===== src/hdl/circuit_breaker_table_macros.svh =====
// Assertion macros for the circuit breaker table RTL.
`ifndef CIRCUIT_BREAKER_TABLE_MACROS_SVH
`define CIRCUIT_BREAKER_TABLE_MACROS_SVH

// Same-cycle implication, checked on every rising edge outside reset.
`define CBT_ASSERT_NOW(label, clk, rst, ante, cons, msg) \
  label: assert property (@(posedge clk) disable iff (rst) (ante) |-> (cons)) \
    else $error(msg);

// Next-cycle implication, checked on every rising edge outside reset.
`define CBT_ASSERT_NEXT(label, clk, rst, ante, cons, msg) \
  label: assert property (@(posedge clk) disable iff (rst) (ante) |=> (cons)) \
    else $error(msg);

`endif


===== src/hdl/cbt_mem.sv =====
// Synchronous single-write, single-read memory with a registered read port.
module cbt_mem #(
  parameter int WIDTH = 34,
  parameter int DEPTH = 64,
  parameter int AW    = 6
) (
  input  logic             clk,
  input  logic             we,
  input  logic [AW-1:0]    waddr,
  input  logic [WIDTH-1:0] wdata,
  input  logic             re,
  input  logic [AW-1:0]    raddr,
  output logic [WIDTH-1:0] rdata
);

  logic [WIDTH-1:0] mem [DEPTH];

  always_ff @(posedge clk) begin
    if (we) begin
      mem[waddr] <= wdata;
    end
  end

  always_ff @(posedge clk) begin
    if (re) begin
      rdata <= mem[raddr];
    end
  end

endmodule


===== config.mk =====
export PLATFORM = sky130hd
export DESIGN_NAME = cbt_mem
export DESIGN_NICKNAME = d
export VERILOG_FILES = /design/src/hdl/circuit_breaker_table_macros.svh /design/src/hdl/cbt_mem.sv
export SDC_FILE = /design/constraint.sdc
export NUM_CORES = 2
export LEC_CHECK = 0
export BUFFER_PORTS_ARGS = -buffer_cell sky130_fd_sc_hd__buf_2
export CELL_PAD_IN_SITES_DETAIL_PLACEMENT = 1
export CELL_PAD_IN_SITES_GLOBAL_PLACEMENT = 1
export CORE_MARGIN = 4
export CORE_UTILIZATION = 40
export DETAILED_ROUTE_END_ITERATION = 8
export HOLD_SLACK_MARGIN = 0.08
export PLACE_DENSITY_LB_ADDON = 0.1
export SYNTH_ARGS = -nofsm -noshare
export SYNTH_HDL_FRONTEND = slang
export SYNTH_SLANG_ARGS = --single-unit

===== constraint.sdc =====
create_clock -name clk -period 6.8 [get_ports clk]
set_input_delay 1.36 -clock clk [delete_from_list [all_inputs] [get_ports clk]]
set_output_delay 1.36 -clock clk [all_outputs]
set_load 0.02 [all_outputs]

* After elaboration in Yosys (flattened, before gate mapping)
Memory sizes are Yosys's and may differ from the RTL's. A register that Yosys moved wholly into a read port is not among the register bits.
Cells that the tools add are included.
** Word-level totals
- Flip-flop bits (word level) :: 0
- RAM bits :: 2176
- Output and inout port bits :: 34
- Memories kept :: 1
** Cells by class
- Mux-type cells :: 2
** Memory list
- mem :: depth 64, width 34, rd ports 1, clocked after memory_dff 1, wr ports 1, RTL line cbt_mem.sv:16 : logic [WIDTH-1:0] mem [DEPTH];
** Operator list (count)
- two-way mux 1 bit :: 2

* Logic depth before layout (Yosys ltp)
- Depth after elaboration :: 2
- Depth in mapped cells :: 10
- Gate-level depth less buffers :: 5

* Worst setup path before layout
OpenSTA, ideal clock, no wires.
- Path kind :: input to register
- Start point :: in waddr[3]
- End point :: mem mem[48][0] (enable)
- Data arrival time :: 4.193 ns
- Data required time :: 6.333 ns
- Path slack :: 2.140 ns
- Stages :: 4
- Path through :: clkbuf_1 > nor2b_1 > nand4b_1 > nor3_1
** RTL lines
- start, declared :: RTL line cbt_mem.sv:9 : input logic [AW-1:0] waddr,
- end, declared :: RTL line cbt_mem.sv:16
Straight into the memory's write port.

==> results by group <==
Clock tree
  – Longest Clk Path Bufs: 3
  – Hold Buf Count CTS: 0
  – Clock-pin slew on the worst setup and hold paths: 0.06 ns
  – Total setup buffers inserted after CTS: 0
  – Total clock buffers created by CTS: 229
  – Worst skew pair latency: 0.86 ns
  – Post_cts resized: 0
  – CTS Sinks: about 2200
  – H-tree level count: 4
  – CTS root buf: clkbuf_16
  – CTS tree: done

Floorplan
  – DIE WIDTH: 467 microns
  – Ports: 83
  – Chip Height: 467 microns
  – Core area: approximately 210000 sq um
  – # rows: ~170
  – Starting Density: 0.402
  – Full die area: 218000 sq um

Logic synthesis
  – Top FF cell, synth: edfxtp_1
  – Yosys cell types: 40
  – Syn_area_per_cell: 22.5 sq um
  – Ys Warns: 0
  – Simple-gate share of the synthesized area: 0.0197
  – Yosys reg bits: 2210
  – Synthesized area: 84100 sq um
  – Gate Count Post-Synth: 3744
  – Largest family of logic cells by synthesized area: multiplexers
  – Area share of fa/ha/maj cells after synthesis: 0
  – Asr flop ratio synth: 0
  – Compound-gate portion of the synthesized area: 0.0263
  – Number of flops mapped to enable cells by yosys: 2210
  – Mux cell area share after synthesis: 0.151
  – Post-synthesis sequential area ratio: 0.789
  – Mapped Nets: 3793
  – Post-Synth XOR/XNOR Area: 0

Worst setup path
  – Highest cell delay on the worst timing path: 1.00 ns
  – R2R Path Start: mem[13][28]$_DFFE_PP_
  – CP startpoint: raddr[2]
  – CP endpoint kind: register
  – Req. time, crit path: 7.51 ns
  – Worst Path Max Fanout: 53
  – Crit path arrival time: approximately 4.8 ns
  – Critical-path cell list: buf_8, nand2b_2, o221ai_1, a31oi_1, nor3_1, o211a_1
  – Reg2Reg Depth: 5
  – CP max-delay cell: nor3_1
  – CP startpoint kind: input port
  – Crit Path Class: in2reg

Pwr
  – Power per Cell Area: a little under 300 nW/um^2
  – Total Power: 28.4 mW
  – Peak VDD IR: 0.254 mV
  – Pleak: just under 30 nW

Placed design
  – Placer Congestion: 0.744
  – Final HPWL DP: around 140 mm
  – Port bufs: 82

Final layout
  – Post-layout nets: 4053
  – Area grow syn2layout: 14.0%
  – Layout cells sized above 1: 0.271
  – Filler instances: between 15000 and 20000

Global routing
  – Vias in the first global route: 43243
  – Global route overflow: 0
  – Initial antenna violation count: 11
  – Global-route wire length before repair: approximately 350 mm
  – Largest net degree at the start of global routing: 108
  – Tot GR Track Use: 0.230

Routing
  – TritonRoute pass-1 iters: 7
  – DR iter-0 viols: 4061
  – Post-route ant nets: 0
  – Via/cell ratio: approximately 5.8
  – Via count: 40761
  – Avg WL per Cell: 35.6 microns
  – Routed WL: 249 mm
  – Drc violations: 0

STA
  – Max_slew headroom: 0.0754
  – Worst-Margin Slew: 1.39 ns
  – Final number of max-transition violations: 0
  – Hold Vio Cnt, Final: 0
  – Min Tclk post-route: ~4.1 ns
  – RSZ-0062 raised after global routing: false
  – Endpoints failing setup: 0
  – Setup TNS: 0 ns
  – Crit share post-route: 0.600
  – Worst Clk Skew: 0.0377 ns
  – Max Clk Rate: 245 MHz

Status
  – Status: complete, no violations

Hold path
  – Worst min-delay path category: reg2reg
  – Hold Path Stages: 4
  – Worst Min Path Start: mem[58][0]$_DFFE_PP_

Flow run
  – Maxcap violations: 0
worst paths after layout:
| kind | to | slack (ns) |
|---|---|---|
| worst max register to register | rdata[28]$_DFFE_PP_ | 4.24 |
| worst min register to register | rdata[0]$_DFFE_PP_ | 0.91 |
| worst max-delay path | rdata[1]$_DFFE_PP_ | 2.72 |
| worst min-delay path | rdata[0]$_DFFE_PP_ | 0.91 |
power breakdown:
part,switching (mW),internal [mW],total (mW)
Combinational,0.970,0.485,1.46
Clock,5.23,6.55,11.8
Sequential,0.0517,15.1,15.2
Total,6.25,22.2,28.4
area by class of cell:
class                      count  area, sq um  share of cell area
multi-input combinational   1319        17200               0.179
clock buffer                 293         6060              0.0632
antenna                        7         17.5            0.000183
inverter                       1         3.75           0.0000391
timing repair buffer         243         1910              0.0200
clock inverter               131          862             0.00899
tap                         2805         3510              0.0366
sequential                  2210        66400               0.692
placed cells by master (no fill, tap or decap), types with 12 or more instances in the layout:
| cell | Yosys | final |
|---|---|---|
| edfxtp_1 | 2210 | 2210 |
| mux4_2 | 472 | 472 |
| clkbuf_16 | 0 | 233 |
| mux2i_1 | 150 | 150 |
| buf_4 | 18 | 141 |
| o22ai_1 | 85 | 85 |
| nand2_1 | 80 | 79 |
| buf_2 | 63 | 78 |
| clkinv_1 | 1 | 74 |
| nand3_1 | 69 | 69 |
| nor2_4 | 0 | 65 |
| clkbuf_1 | 89 | 60 |
| a22oi_1 | 55 | 55 |
| mux2_2 | 54 | 54 |
| nand4_1 | 46 | 46 |
| o221ai_1 | 39 | 39 |
| clkinv_2 | 0 | 32 |
| a221o_1 | 24 | 24 |
| nor2_1 | 89 | 23 |
| a211oi_1 | 22 | 22 |
| buf_12 | 0 | 21 |
| nor2b_1 | 23 | 19 |
| a21oi_1 | 17 | 17 |
| and3_1 | 12 | 12 |
registers in the layout, indices dropped and copies added, names as in the netlist:
register,cells
rdata,34
mem,2176
per-layer routing:
metal	up-vias	wire length [microns]	track usage
met3	286	11900	0.0335
met1	22817	108000	0.322
met5	-	13	0
met4	2	5210	0.0541
met2	1113	124000	0.381
li1	16543	-	-
critical path: cells and delay by family:
kind	cells	cell delay [ns]
AND/OR/NAND/NOR	2	1.76
AO/OA/AOI/OAI	3	1.09
buffers and inverters	1	0.37
synth_stat cells, types with 12 or more instances:
| cell type | number | area [sq um] |
|---|---|---|
| clkbuf_1 | 89 | 334 |
| a211oi_1 | 22 | 165 |
| a21oi_1 | 17 | 85.1 |
| buf_4 | 18 | 135 |
| buf_1 | 22 | 82.6 |
| edfxtp_1 | 2210 | 66400 |
| o221ai_1 | 39 | 342 |
| nand3_1 | 69 | 345 |
| buf_6 | 16 | 180 |
| o22ai_1 | 85 | 532 |
| mux2i_1 | 150 | 1500 |
| a22oi_1 | 55 | 413 |
| nand4_1 | 46 | 288 |
| a221o_1 | 24 | 240 |
| nand2_1 | 80 | 300 |
| mux4_2 | 472 | 10600 |
| nor2_1 | 89 | 334 |
| buf_2 | 63 | 315 |
| and3_1 | 12 | 75.1 |
| nor2b_1 | 23 | 144 |
| mux2_2 | 54 | 608 |
through the flow:
| stage | std cells | setup slack [ns] | utilization | hold slack [ns] | instance area, sq um |
|---|---|---|---|---|---|
| final | 7009 | 2.72 | 0.458 | 0.913 | 95900 |
| after global routing | 7005 | 2.69 | 0.458 | 0.975 | 95900 |
| after CTS | 7002 | 2.68 | 0.458 | 0.913 | 95900 |
| after detailed placement | 6578 | 1.77 | 0.425 | 0.887 | 88900 |
| after global placement | 6578 | 1.81 | 0.425 | 0.892 | 88900 |
| after floorplan | 3744 | 2.14 | - | 0.848 | 84100 |
logic make-up after synthesis:
logic type | after synthesis
compound gates | 297
flops | 2210
mux | 676
buf+inv | 215
simple gates | 346
(Power assumes the default switching activity.)
