**config.mk**
```make
export PLATFORM = sky130hd
export DESIGN_NAME = cbt_step
export DESIGN_NICKNAME = d
export VERILOG_FILES = /design/src/hdl/circuit_breaker_table_macros.svh /design/src/hdl/cbt_pkg.sv /design/src/hdl/cbt_step.sv
export SDC_FILE = /design/constraint.sdc
export NUM_CORES = 1
export LEC_CHECK = 0
export BUFFER_PORTS_ARGS = -buffer_cell sky130_fd_sc_hd__buf_2
export CAP_MARGIN = 20
export CORE_ASPECT_RATIO = 1.25
export CORE_MARGIN = 4
export CORE_UTILIZATION = 30
export DETAILED_ROUTE_END_ITERATION = 10
export PLACE_DENSITY = 0.58
export SETUP_SLACK_MARGIN = 0.4
export SLEW_MARGIN = 20
export SYNTH_ARGS = -nofsm -noshare
export SYNTH_HDL_FRONTEND = slang
export SYNTH_SLANG_ARGS = --single-unit
```
**constraint.sdc**
```tcl
create_clock -name vclk -period 10.2
set_input_delay 2.55 -clock vclk [all_inputs]
set_output_delay 2.55 -clock vclk [all_outputs]
set_load 0.01 [all_outputs]
```
**src/hdl/circuit_breaker_table_macros.svh**
```systemverilog
// Assertion macros for the circuit breaker table RTL.
`ifndef CIRCUIT_BREAKER_TABLE_MACROS_SVH
`define CIRCUIT_BREAKER_TABLE_MACROS_SVH

// Same-cycle implication, checked on every rising edge outside reset.
`define CBT_ASSERT_NOW(label, clk, rst, ante, cons, msg) \
  label: assert property (@(posedge clk) disable iff (rst) (ante) |-> (cons)) \
    else $error(msg);

// Next-cycle implication, checked on every rising edge outside reset.
`define CBT_ASSERT_NEXT(label, clk, rst, ante, cons, msg) \
  label: assert property (@(posedge clk) disable iff (rst) (ante) |=> (cons)) \
    else $error(msg);

`endif

```
**src/hdl/cbt_pkg.sv**
```systemverilog
// Types, codes and helpers shared by the circuit breaker table modules.
package cbt_pkg;

  localparam int COUNT_W = 16;
  localparam int CFG_W   = 32;

  typedef logic [COUNT_W-1:0] count_t;

  localparam count_t COUNT_MAX = '1;

  typedef enum logic [1:0] {
    MODE_CLOSED = 2'd0,
    MODE_OPEN   = 2'd1,
    MODE_HALF   = 2'd2
  } mode_t;

  typedef enum logic [1:0] {
    ACT_FAIL    = 2'd0,
    ACT_SUCCESS = 2'd1,
    ACT_QUERY   = 2'd2
  } action_t;

  typedef enum logic [1:0] {
    REG_FAIL_LIMIT    = 2'd0,
    REG_SUCCESS_LIMIT = 2'd1,
    REG_RECOVERY_WAIT = 2'd2
  } reg_index_t;

  typedef struct packed {
    mode_t  mode;
    count_t fails;
    count_t successes;
  } brk_state_t;

  localparam int STATE_W = $bits(brk_state_t);

  typedef struct packed {
    logic       skip;
    brk_state_t state;
  } step_res_t;

  function automatic count_t sat_inc(count_t v);
    count_t r;
    r = (v == COUNT_MAX) ? v : count_t'(v + 1'b1);
    return r;
  endfunction

endpackage

```
**src/hdl/cbt_step.sv**
```systemverilog
// Next-state logic of one breaker entry for one word.
module cbt_step #(
  parameter int TIME_BITS = 48
) (
  input  logic [1:0]               action,
  input  cbt_pkg::brk_state_t      cur,
  input  logic [TIME_BITS-1:0]     last_time,
  input  logic [TIME_BITS-1:0]     now_ms,
  input  cbt_pkg::count_t          fail_limit,
  input  cbt_pkg::count_t          success_limit,
  input  logic [cbt_pkg::CFG_W-1:0] recovery_wait,
  output cbt_pkg::step_res_t       res,
  output logic [TIME_BITS-1:0]     time_next
);

  localparam int CMP_W = (TIME_BITS > cbt_pkg::CFG_W) ? TIME_BITS : cbt_pkg::CFG_W;

  cbt_pkg::count_t      fails_inc;
  cbt_pkg::count_t      succ_inc;
  logic [TIME_BITS-1:0] elapsed;
  logic                 recovered;

  assign fails_inc = cbt_pkg::sat_inc(cur.fails);
  assign succ_inc  = cbt_pkg::sat_inc(cur.successes);
  assign elapsed   = now_ms - last_time;
  assign recovered = CMP_W'(elapsed) >= CMP_W'(recovery_wait);

  always_comb begin
    res.skip  = 1'b0;
    res.state = cur;
    time_next = last_time;
    case (action)
      cbt_pkg::ACT_FAIL: begin
        time_next = now_ms;
        if (cur.mode == cbt_pkg::MODE_HALF) begin
          res.state = '{cbt_pkg::MODE_OPEN, '0, '0};
        end else begin
          res.state.fails = fails_inc;
          if (fails_inc >= fail_limit) begin
            res.state.mode = cbt_pkg::MODE_OPEN;
          end
        end
      end
      cbt_pkg::ACT_SUCCESS: begin
        if (cur.mode == cbt_pkg::MODE_HALF) begin
          if (succ_inc >= success_limit) begin
            res.state = '{cbt_pkg::MODE_CLOSED, '0, '0};
          end else begin
            res.state.successes = succ_inc;
          end
        end else begin
          res.state.fails = '0;
        end
      end
      cbt_pkg::ACT_QUERY: begin
        if (cur.mode == cbt_pkg::MODE_OPEN) begin
          if (recovered) begin
            res.state = '{cbt_pkg::MODE_HALF, '0, '0};
          end else begin
            res.skip = 1'b1;
          end
        end
      end
      default: begin
        // The unused action code leaves the entry as it stands.
      end
    endcase
  end

endmodule

```
# Word-level counts from Yosys, hierarchy flattened

Cells that the tools add are included.

Word-level logic and storage cells: 29
Register bits: 0
Input bits: 196
Output and inout port bits: 83

Multiplexer cells: 16
Order comparisons: 3
Add/subtract/negate cells: 3
Reductions and logical operators: 1
Equal/unequal tests: 6

Operator list:

| operator                | count |
|---|---|
| $pmux W34 S3            | 1 |
| $mux W16                | 6 |
| $ge A48 B32 Y1          | 1 |
| $mux W48                | 1 |
| $sub A48 B48 Y48        | 1 |
| $mux W18                | 2 |
| $mux W35                | 1 |
| $mux W34                | 1 |
| $add A16 B1 Y16 const B | 2 |
| $eq A16 B16 Y1 const B  | 2 |
| $ge A16 B16 Y1          | 2 |
| $eq A2 B1 Y1 const B    | 2 |
| $eq A2 B2 Y1 const B    | 2 |
| $mux W2                 | 2 |
| $logic_not A2 Y1        | 1 |
| $mux W1                 | 2 |

# Depth between registers and ports, before layout

Gate-level depths: netlist (run 1).

Depth after elaboration: 6
Gate-level depth with buffers: 24
Depth with buffers taken out: 23

# Worst setup path before layout (run 1)

No wires, ideal clock.

Path type: input to output
Start point: in now_ms[0]
End point: out res[14] in the netlist's numbering
Buffers on the path: 1
Required time: 7.650 ns
Setup slack: 0.274 ns
Cell stages on the path: 24
Arrival time: 7.376 ns
Path through: inv_1 ha_1 inv_1 fa_1 a211o_1 a211oi_1 nor3b_1 or2_2 a221oi_1 nor2_1 nor2_1 xnor2_1 ha_1 a21o_1 a211oi_1 a21oi_1 a311o_1 nor4_1 and3_1 o2111a_1 nand3_1 o21a_1 buf_2 o31ai_1

RTL lines:

| element         | RTL line       | text |
|---|---|---|
| start, declared | cbt_step.sv:8  | `input logic [TIME_BITS-1:0] now_ms,` |
| end, declared   | cbt_step.sv:12 | `output cbt_pkg::step_res_t res,` |

==> results of run 1 <==
[synth_stat cells, drive strengths merged (6+ instances only)]
cell       n  area (µm²)
nand2    167         627
inv      132         495
o21ai    125         626
ha       113        1410
a21oi     90         450
nor2      74         278
xnor2     37         324
nand4     34         213
a21o      33         249
clkbuf    29         109
nor3      29         145
nand3     27         135
xor2      22         193
o211ai    13        97.6
o31ai     13        97.6
or3       12        75.1
nand2b    11        68.8
o21a      11        82.6
a211oi    10        80.1
buf        9        51.3
a31oi      8        65.1
nor4       8        50.1
a2111oi    7        81.3
nor2b      7        43.8
o21bai     7        56.3
and4       6        52.6
[report_power, final]
| part | switching [W] | internal, W | total, W |
|---|---|---|---|
| sequential | 0 | 0 | 0 |
| combinational | 0.000292 | 0.000215 | 0.000507 |
| clock | 0 | 0.0000000000395 | 0.0000000000395 |
| total | 0.000292 | 0.000215 | 0.000507 |
[metal layers]
| metal | GRT usage [%] | vias up |
|---|---|---|
| li1 | - | 4512 |
| met1 | 22.9 | 3970 |
| met2 | 36.3 | 294 |
| met3 | 0.975 | 51 |
| met4 | 5.51 | 0 |
| met5 | 0 | - |
[cell usage in the layout, fill, tap and decap left out, drive strengths merged, types with 22 or more instances in the layout]
cell type and instances:
inv 132, nand3 27, xor2 22, a21o 33, nand2 167, nand4 34
nor3 29, nor2 74, a21oi 90, o21ai 125, ha 113, xnor2 37
buf 314
[logic make-up after synthesis]
kind of cell / count (synthesis) / synth area share [%]
and+or+nand+nor: 403 / 28.0
AOI/OAI and AO/OA: 354 / 32.9
buffers and inverters: 170 / 9.68
adders and majority gates: 114 / 21.2
xor gates and xnor gates: 59 / 7.63
muxes: 4 / 0.647
[metrics by stage]
stage | setup slack (ns) | cells | utilization, % | cell area (µm²)
6_report | 0.240 | 1666 | 40.0 | 8880
5_1_grt | -0.00533 | 1666 | 40.0 | 8880
4_1_cts | 0.381 | 1662 | 39.7 | 8810
3_5_place_dp | -0.220 | 1653 | 38.8 | 8610
3_3_place_gp | -0.145 | 1653 | 38.8 | 8610
2_1_floorplan | 0.400 | 1104 | - | 6800
[cell type report]
| type | instances | area [µm²] | share of cell area [%] |
|---|---|---|---|
| diodes | 3 | 7.51 | 0.0845 |
| repair buffers | 314 | 1710 | 19.3 |
| multi-input cells | 934 | 6310 | 71.1 |
| inverters | 132 | 498 | 5.61 |
| well taps | 283 | 354 | 3.99 |
[critical path: cells and delay by family]
kind / cells / cell delay (ns)
xor gates and xnor gates: 1 / 0.09
AOI/OAI and AO/OA: 10 / 2.40
buffers and inverters: 5 / 0.52
and+or+nand+nor: 7 / 1.04
adders and majority gates: 3 / 0.79
[timing repair]
| action | CTS | global route |
|---|---|---|
| pin swaps | 23 | 10 |
| gates resized for setup | 28 | 23 |
| endpoints found under the setup margin | 35 | 35 |
| hold buffers | 0 | 0 |
| cloned | 1 | 0 |
| setup buffers | 8 | 1 |
[worst min-delay path by stage]
| stage | cells past startpoint | slack, ns | from | endpoint |
|---|---|---|---|---|
| after floorplan | 2 | 5.22 | cur[16] | res[16] |
| after global placement | 4 | 5.40 | now_ms[37] | time_next[37] |
| after detailed placement | 4 | 5.41 | now_ms[31] | time_next[31] |
| after CTS | 4 | 5.41 | now_ms[35] | time_next[35] |
| after global routing | 4 | 5.43 | now_ms[35] | time_next[35] |
| final | 4 | 5.40 | now_ms[35] | time_next[35] |
==> summary.txt, run 1 <==
Global route
  – Global Route Usage Sum: 19.1%
  – Total gr overflow: 0
  – Vias in the first global route: 8525
  – Largest net degree at the start of global routing: 52
  – Initial antenna violation count: 3
  – First-pass GRT wire length: 40.4 mm

Pwr
  – Maximum vdd ir drop: ~30 µV
  – Total power density per cell area: 57.1 nW/µm²
  – Total power: 0.000507 W
  – Leak pwr: 4.53 nW

STA
  – Final min period: 9.96 ns
  – RSZ-0062 raised after global routing: yes
  – Worst-Margin Slew: roughly 1 ns
  – Fmax achieved: 0.100 GHz
  – Tcrit/Tclk final: 97.7%
  – Hold Vio Cnt, Final: 0
  – WHS: approximately 5.4 ns
  – Slew Limit Fails: 0
  – Slew HR: 31.6%
  – TNS Setup: 0 ns
  – Endpoints failing setup: 0

Die
  – Die area: 25000 µm²
  – # rows: 61
  – I/O pins: 279
  – Height of the die: 176 µm
  – DIE WIDTH: ~140 µm
  – Starting Density: 30.5%
  – Core Box Area: about 22000 µm²

Routing
  – Highest routed layer: met4
  – DR DRC count: 0
  – Via-to-Cell Ratio: 5.30
  – Drt wl/cell: 15.5 µm
  – WL met2: ~13 mm
  – Routed wire length: approximately 26 mm
  – First DRT Iteration DRCs: 401
  – Met1 wire length: 10.5 mm
  – Routed vias: 8827
  – Met3 wire length: 1.36 mm
  – DRT Pass-1 Iters: 5
  – Antenna Violating Nets Remaining: 0

Finish
  – Area growth from synthesis to layout: 31.2%
  – Share of cells above drive strength 1: 26.4%
  – Register area: 0 µm²
  – Fillers: approximately 2400
  – Clkbuf count: 0
  – FF+latch count: 0
  – Final nets: approximately 1700

Flow run
  – Max_cap viols: 0

Worst setup path
  – Critical Path RT: about 7.7 ns
  – Crit path launch: now_ms[0]
  – Startpoint types: input port
  – Worst Path Arrival: between 7 and 8 ns
  – Crit path to: res[8]
  – Critical Path Slowest Stage Cell: fa_2
  – CP peak stage delay: 0.36 ns
  – Crit. End Element: output pin
  – Crit Path Class: in2out
  – Critical path peak fanout: 8

Synthesis
  – Post-Syn Area: around 6800 µm²
  – Syn. warnings: 0
  – Synth Instances: 1104
  – Synthesized area per cell: around 6 µm²
  – Seq/Total Area, Yosys: 0%
  – Synth Net Count: around 1400
  – Synth cell types: 68

Placed design
  – RD Place Congestion: 0.932
  – HPWL Detailed: 22.5 mm
  – PortBufs: between 200 and 300

Hold path
  – Tightest Hold Check Type: in2out

Outcome
  – Status: completed
No activity file was read; power rests on OpenSTA's default activity.
==> run 2, diff against run 1 <==
- ABC_AREA: unset -> 1
- PLACE_DENSITY: 0.58 -> 0.57
- SETUP_SLACK_MARGIN: 0.4 -> 0.2
- SLEW_MARGIN: 20 -> 40
==> summary.txt, run 2 <==
Synthesis
  – Seq/Total Area, Yosys: 0%
  – Synthesized area per cell: 4.99 µm²
  – Count leader, synth: nand2_1
  – Synth Instances: 1551
  – Post-Synth Simple-Gate Area: about 44%
  – Synth cell types: 36
  – Post-synth top cells: nand2_1 (541), inv_1 (334), nor2_1 (130)
  – Synth area leader: nand2_1
  – Post-synth top area share: a little over a quarter
  – Syn. warnings: 0
  – XOR/XNOR share of the synthesized area: 5.32%
  – Largest family of logic cells by synthesized area: simple AND/OR/NAND/NOR gates
  – Compound-Gate Fraction of Synth Area: between 10% and 20%
  – Area share of fa/ha/maj cells after synthesis: about 19%
  – Synth Net Count: 1861
  – Post-Syn Area: between 7000 and 8000 µm²
  – Multiplexer area fraction after synthesis: 0.146%
  – Largest cells by area after synthesis: nand2_1 (26%), ha_1 (18%), inv_1 (16%), nor2_1 (6.3%), a21oi_1 (5.4%)

STA
  – Worst-Margin Slew: 0.639 ns
  – TNS Setup: 0 ns
  – Hold Vio Cnt, Final: 0
  – Worst setup margin: 1.11 ns
  – RSZ-0062 raised after global routing: no
  – Slew Limit Fails: 0
  – Fmax achieved: 0.110 GHz
  – Final min period: between 9 and 10 ns
  – Endpoints failing setup: 0
  – Slew HR: a little under three fifths
  – Tcrit/Tclk final: 89.1%

Worst setup path
  – Crit. End Element: output pin
  – Critical Path Slowest Stage Cell: fa_1
  – CP peak stage delay: ~0.4 ns
  – Most repeated library cell on the critical path: nand2_1
  – Startpoint types: input port
  – Crit Path Class: in2out
  – Critical path peak fanout: 11
  – Worst Path Arrival: ~6.5 ns
  – Critical Path RT: between 7 and 8 ns

Die
  – DIE WIDTH: 152 µm
  – Die area: 28400 µm²
  – # rows: 65
  – I/O pins: approximately 280
  – Core Box Area: ~25000 µm²
  – Height of the die: approximately 190 µm
  – Starting Density: a little under a third

Routing
  – Routed vias: 10100
  – DR DRC count: 0
  – Via-to-Cell Ratio: 4.70
  – Drt wl/cell: around 14 µm
  – Routed wire length: 29.4 mm
  – First DRT Iteration DRCs: 432
  – DRT Pass-1 Iters: 7
  – Antenna Violating Nets Remaining: 0

Finish
  – Post-route insts no fill: approximately 2100
  – FF+latch count: 0
  – Final nets: 2120
  – Leading cell type in the layout, fill and taps excluded: nand2_1
  – Share of cells above drive strength 1: 17.4%
  – Fillers: 2963
  – Area growth from synthesis to layout: 23.0%
  – Clkbuf count: 0
  – Commonest non-fill, non-tap cells in the layout: nand2_1 (541), inv_1 (334), buf_2 (279)
  – Multi-input gate area: 6400 µm²
  – Utilization after layout: a little under two fifths
  – Register area: 0 µm²

Clocking
  – Post-CTS Hold Fix Bufs: 0
  – CTS resizes: 0
  – Post-CTS Setup Repair Bufs: 0

Global route
  – Total gr overflow: 0
  – First-pass GRT wire length: 46.4 mm
  – Global Route Usage Sum: 19.6%
  – Largest net degree at the start of global routing: 66
  – Initial antenna violation count: 3
  – Vias in the first global route: 9800

Pwr
  – Sw Ratio: 62.3%
  – Reg power frac: 0%
  – Sw power: 0.000317 W
  – P_int: roughly 0.00019 W
  – Total power: approximately 0.00051 W
  – Leak pwr: 5.93 nW
  – Clock share of power: 0%
  – Maximum vdd ir drop: 22.9 µV
  – Total power density per cell area: between 50 and 60 nW/µm²
  – Comb pwr share: 100.0%

Placed design
  – Dpl cells: 2142
  – Worst slack at placement: 1.10 ns
  – PortBufs: 279
  – HPWL Detailed: 26.5 mm
  – RD Place Congestion: 0.949

Hold path
  – Tightest Hold Check Type: in2out

Outcome
  – Status: completed

Flow run
  – Max_cap viols: 0
[run 2: kinds of logic after synthesis]
kind of cell / Yosys count
compound gates: 198
simple gates: 830
fa+ha+maj: 114
mux: 1
buf+inv: 361
xor+xnor: 47
[run 2: worst max-delay path, delay by kind of cell]
family | cells | cell delay (ns)
compound gates | 5 | 0.73
xor+xnor | 1 | 0.15
fa+ha+maj | 3 | 0.86
buf+inv | 5 | 0.43
simple gates | 14 | 1.79
[run 2: path summary, 6_finish.rpt]
kind,start,endpoint,slack (ns),cells past startpoint
min,now_ms[18],time_next[18],5.40,4
max,now_ms[0],res[3],1.11,28
[run 2: final cells by class]
cell class,instances,area share [%]
antenna,2,0.0526
inverter,337,13.3
multi-input combinational,1190,67.2
tap,335,4.40
timing repair buffer,281,15.0
[run 2: metrics by stage]
step | cell area (µm²) | hold slack (ns)
3_5_place_dp | 9480 | 5.41
5_1_grt | 9520 | 5.43
2_1_floorplan | 7740 | 5.22
4_1_cts | 9480 | 5.41
3_3_place_gp | 9470 | 5.40
6_report | 9520 | 5.40
[run 2: power by group through the flow]
stage | clock network (W) | logic, W | registers [W]
finish | 0.0000000000263 | 0.000509 | 0
floorplan | 0 | 0.000335 | 0
global placement | 0 | 0.000503 | 0
CTS | 0 | 0.000512 | 0
detailed placement | 0 | 0.000509 | 0
global route | 0.0000000000263 | 0.000585 | 0
[run 2: per-layer routing]
layer | global-route usage [%] | up-vias | wire length (µm)
met4 | 5.39 | 2 | 809
li1 | - | 5343 | -
met5 | 0 | - | 12
met2 | 38.8 | 274 | 15400
met1 | 22.1 | 4406 | 11700
met3 | 1.04 | 52 | 1410
